## src/sv/smof_pkg.sv

```systemverilog
`timescale 1ns / 1ps

package smof_pkg;

  localparam int SAMPLE_W  = 8;
  localparam int DMED_W    = 9;
  localparam int FLAG_W    = 32;
  localparam int CFG_W     = 11;
  localparam logic [CFG_W-1:0] CFG_RESET = 11'd5;
  localparam logic [FLAG_W-1:0] FLAG_MAX = '1;

  typedef enum logic [8:0] {
    ST_CLEAR  = 9'b000000001,
    ST_IDLE   = 9'b000000010,
    ST_WSTART = 9'b000000100,
    ST_WALK   = 9'b000001000,
    ST_DRD    = 9'b000010000,
    ST_DWR    = 9'b000100000,
    ST_IRD    = 9'b001000000,
    ST_IWR    = 9'b010000000,
    ST_RES    = 9'b100000000
  } smof_state_t;

  typedef struct packed {
    logic pop;
    logic clearing;
  } smof_ctl_t;

endpackage

```

## src/sv/smof_if.sv

```systemverilog
`timescale 1ns / 1ps

interface smof_in_if;
  import smof_pkg::*;
  logic                valid;
  logic                ready;
  logic [SAMPLE_W-1:0] sample_value;
  modport source (output valid, output sample_value, input ready);
  modport sink   (input valid, input sample_value, output ready);
endinterface


```

## src/sv/smof_front.sv

```systemverilog
`timescale 1ns / 1ps

module smof_front #(
  parameter int VALUE_BINS = 201,
  parameter int BIN_W      = $clog2(VALUE_BINS)
) (
  input  logic               clk,
  input  logic               rst_n,
  smof_in_if.sink            in_if,
  input  smof_pkg::smof_ctl_t ctl,
  output logic               q_valid,
  output logic [BIN_W-1:0]   q_data
);
  import smof_pkg::*;

  logic [BIN_W-1:0] q_mem_r [2];
  logic             wr_idx_r, rd_idx_r;
  logic [1:0]       cnt_r, cnt_nxt;
  logic [BIN_W-1:0] sat;
  logic             push, pop;

  always_comb begin
    if (32'(in_if.sample_value) >= 32'(VALUE_BINS)) begin
      sat = BIN_W'(VALUE_BINS - 1);
    end else begin
      sat = BIN_W'(in_if.sample_value);
    end
  end

  assign in_if.ready = (cnt_r != 2'd2) && !ctl.clearing;
  assign push    = in_if.valid && in_if.ready;
  assign q_valid = (cnt_r != 2'd0);
  assign pop     = ctl.pop && q_valid;
  assign q_data  = q_mem_r[rd_idx_r];

  always_comb begin
    cnt_nxt = cnt_r;
    if (push && !pop) cnt_nxt = cnt_r + 2'd1;
    if (pop && !push) cnt_nxt = cnt_r - 2'd1;
  end

  always_ff @(posedge clk) begin
    if (!rst_n) begin
      wr_idx_r <= 1'b0;
      rd_idx_r <= 1'b0;
      cnt_r    <= 2'd0;
    end else begin
      cnt_r <= cnt_nxt;
      if (push) wr_idx_r <= !wr_idx_r;
      if (pop)  rd_idx_r <= !rd_idx_r;
    end
  end

  always_ff @(posedge clk) begin
    if (push) q_mem_r[wr_idx_r] <= sat;
  end

endmodule

```

## src/flat_wrapper.sv

```systemverilog
// flat-port wrapper written by rule: the top's interface ports become plain ports
module smof_front_flat import smof_pkg::*;
#(
  parameter int VALUE_BINS = 201,
  parameter int BIN_W      = $clog2(VALUE_BINS)
)
  (clk, rst_n, ctl, q_valid, q_data, in_if_valid, in_if_sample_value, in_if_ready);
  smof_in_if in_if_i ();
  input  logic clk;
  input  logic rst_n;
  input  smof_pkg::smof_ctl_t ctl;
  output logic q_valid;
  output logic [BIN_W-1:0] q_data;
  input wire logic [$bits(in_if_i.valid)-1:0] in_if_valid;
  input wire logic [$bits(in_if_i.sample_value)-1:0] in_if_sample_value;
  output wire logic [$bits(in_if_i.ready)-1:0] in_if_ready;
  assign in_if_i.valid = in_if_valid;
  assign in_if_i.sample_value = in_if_sample_value;
  assign in_if_ready = in_if_i.ready;
  smof_front #(.VALUE_BINS(VALUE_BINS), .BIN_W(BIN_W)) u_core (.clk(clk), .rst_n(rst_n), .in_if(in_if_i), .ctl(ctl), .q_valid(q_valid), .q_data(q_data));
endmodule
```

## config.mk

```make
export PLATFORM = sky130hd
export DESIGN_NAME = smof_front_flat
export DESIGN_NICKNAME = d
export VERILOG_FILES = /design/src/sv/smof_pkg.sv /design/src/sv/smof_if.sv /design/src/sv/smof_front.sv /design/src/flat_wrapper.sv
export SDC_FILE = /design/constraint.sdc
export NUM_CORES = 1
export LEC_CHECK = 0
export ABC_AREA = 1
export BUFFER_PORTS_ARGS = -buffer_cell sky130_fd_sc_hd__buf_2
export CAP_MARGIN = 20
export CORE_MARGIN = 2
export CORE_UTILIZATION = 50
export DETAILED_ROUTE_END_ITERATION = 10
export PLACE_DENSITY = 0.76
export SLEW_MARGIN = 0
export SYNTH_ARGS = -nofsm -noshare
export SYNTH_HDL_FRONTEND = slang
export SYNTH_SLANG_ARGS = --single-unit
```

## constraint.sdc

```tcl
create_clock -name clk -period 1.7 [get_ports clk]
set_input_delay 0.255 -clock clk [delete_from_list [all_inputs] [get_ports clk]]
set_output_delay 0.255 -clock clk [all_outputs]
set_load 0.05 [all_outputs]
```

==> flow_summary_export.csv <==
group,metric,value,unit
global_route,grt_antenna_before_repair,0,
floorplan,core,1730,um2
global_route,first_global_vias,564,
layout,antennaDiodeCount,0,
floorplan,fp-row-count,15,
sta,tightestPinTransition,0.348,ns
setup_path,slowest_stage,"dfxtp_2",
sta,hold-worst-slack,0.177,ns
sta,finalSetupViolCount,0,
layout,drive_above_1_share,39.6,%
cts,cts.hold.buffers_added,0,
cts,numCtsBuffers,3,
routing,remaining_drc_errors,0,
setup_path,crit_path_cell_trace,"mux2_2, buf_2",
setup_path,worst-setup-path-type,"reg -> out",
synthesis,synth.net_count,96,
cts,clock_tree_from_tritoncts,"built",
floorplan,overall_die_width,46.9,um
layout,final_core_util,62.8,%
setup_path,critPathMaxStageDelay,0.45,ns
hold_path,min_path_cells,1,
job,max_cap_violations,0,
cts,clk-insertion-delay-late,0.29,ns
placement,detailedPlacementHpwl,1.14,mm
sta,slew_margin_rel,76.8,%
synthesis,synth-seq-cells,21,
setup_path,worstSetupPathDepth,2,
cts,setup_fix_buffers_added_after_clock_tree_synthesis,0,
synthesis,post_synth_inst_count,82,
setup_path,critPathLaunchType,"register",
routing,wire_per_inst,11.3,um
routing,drt-initial-drc-count,16,
cts,cts_max_level,1,
cts,tritoncts_num_sinks,21,
hold_path,holdCritPathClass,"in -> reg",
global_route,globalRouteOverflowTotal,0,
cts,clk_pin_slew_worst_paths,0.11,ns
floorplan,die_height,46.9,um
placement,postPlaceCellArea,1060,um2
synthesis,synth.distinct_cells,19,
synthesis,synth_area_per_cell,11.2,um2
floorplan,die_area,2200,um2
layout,synthToLayoutAreaGrowth,17.8,%
pwr,power.density,1070,nW/um2
pwr,leakagePower,0.481,nW
setup_path,r2r.worst_path.cells,6,
layout,postLayoutCellArea,1080,um2
setup_path,crit_required,1.44,ns
pwr,vdd.ir_drop.worst,0.644,mV
routing,drt.antenna.violating_nets,0,
sta,layout_worst_path_cycle_share,92.6,%
synthesis,mappedNetlistArea,921,um2
setup_path,cp_max_fo,8,
placement,place_worst_setup_slack,0.315,ns
synthesis,yosys_warnings,0,
sta,fin_tns_setup,0,ns
floorplan,initial_utilization,53.3,%
sta,max_freq,635,MHz
global_route,globalRouteTotalUtil,15.1,%
layout,nets,121,
layout,number_of_fillers_in_the_final_layout,153,
sta,grt_setup_unrepaired,"false",
setup_path,timing.critical_path.max_delay_family,"flip-flops",
sta,period_needed,1.57,ns
sta,maxSlewViolCount,0,
setup_path,end_kind,"primary output",
setup_path,critical_path_arrival,1.32,ns
placement,numPortBuffers,22,
sta,finalHoldViolCount,0,
placement,routability_cong,0.765,
setup_path,buffer_and_inverter_count_on_the_worst_path,1,
routing,firstDrtPassIters,4,
sta,post_route_setup_slack,0.126,ns
sta,clock_skew,0.00309,ns
global_route,grt_first_pass_wirelength,2.24,mm
synthesis,yosysSeqAreaShare,63.0,%
routing,detail_route.vias_per_cell,4.78,
routing,drt-total-wl,1.48,mm
cts,clk_path_buf_depth,2,
global_route,largest_net_degree_at_the_start_of_global_routing,12,
status,run_status,"finished, final reports clean",
routing,via_count,626,
floorplan,io_pins,23,
cts,clk_root_buffer_cell,"clkbuf_4",
[sequential cells by signal (all words and copies together), names as in the netlist, named ones only]
| signal | count |
|---|---|
| u_core.q_mem_r | 16 |
| u_core.cnt_r | 2 |
| u_core.wr_idx_r | 1 |
| u_core.rd_idx_r | 1 |
[metal layers]
layer  wire length [um]  GRT usage, %  up-vias
met5                  0             0        -
li1                   -             -      322
met1                658          17.3      284
met4                 12          6.67        0
met3                 79          4.23        2
met2                731          26.0       18
[layout make-up]
type / count / area [um2] / share of cell area (%)
clock buffer: 4 / 26.3 / 2.42
inverter: 13 / 48.8 / 4.50
multi-input combinational: 45 / 279 / 25.7
sequential: 21 / 582 / 53.6
tap: 25 / 31.3 / 2.88
timing repair buffer: 23 / 118 / 10.8
[cell usage in the layout (no fill, tap or decap), types with 2 or more instances in the layout]
| cell | netlist | routed |
|---|---|---|
| a21oi_1 | 6 | 6 |
| buf_2 | 1 | 22 |
| clkbuf_4 | 0 | 3 |
| dfxtp_1 | 5 | 4 |
| edfxtp_1 | 16 | 16 |
| inv_1 | 12 | 12 |
| mux2_2 | 8 | 8 |
| nand2_1 | 11 | 11 |
| nand2_2 | 3 | 3 |
| nand4_1 | 2 | 2 |
| nor2_1 | 8 | 8 |
[cells in the mapped netlist]
library cell	n	share of area [%]
or2_2	1	0.68
nand2_2	3	2.0
ha_1	1	1.4
clkbuf_1	2	0.82
inv_2	1	0.41
edfxtp_1	16	52
o21ai_0	1	0.54
nand4_1	2	1.4
a21oi_1	6	3.3
nand3_2	1	1.1
dfxtp_1	5	11
mux2_2	8	9.8
buf_2	1	0.54
o21a_2	1	0.95
nor2_1	8	3.3
a31oi_1	1	0.68
inv_1	12	4.9
nand2_1	11	4.5
a21boi_0	1	0.82
[cells by family after synthesis]
| family | after synthesis | share of synthesized area (%) |
|---|---|---|
| and+or+nand+nor | 26 | 12.9 |
| buffers and inverters | 16 | 6.66 |
| muxes | 8 | 9.78 |
| adders and majority gates | 1 | 1.36 |
| DFF | 21 | 63.0 |
| AOI/OAI and AO/OA | 10 | 6.25 |
[per-stage QoR]
step                instances  power (W)
detailed placement        127   0.000946
CTS                       131    0.00117
global route              131    0.00122
global placement          127   0.000937
finish                    131    0.00116
floorplan                  82   0.000875
[power by group]
group | leakage (nW) | switching, W | internal [W]
sequential | 0.189 | 0.0000295 | 0.000592
combinational | 0.277 | 0.000214 | 0.0000994
clock | 0.0150 | 0.000138 | 0.0000911
[worst paths after layout]
path,end,from,slack [ns]
worst min register to register,register,u_core.rd_idx_r,0.53
worst max register to register,u_core.cnt_r[1],u_core.cnt_r[1],0.36
worst min-delay path,u_core.q_mem_r[1][7],in_if_sample_value[7],0.18
worst max-delay path,q_data[0],register,0.13
[timing repair]
item / in CTS / in global routing
endpoints found under the setup margin: 8 / 0
endpoints found under the hold margin: 0 / 0
resized for setup: 1 / 0
No activity file was read; power rests on OpenSTA's default activity.
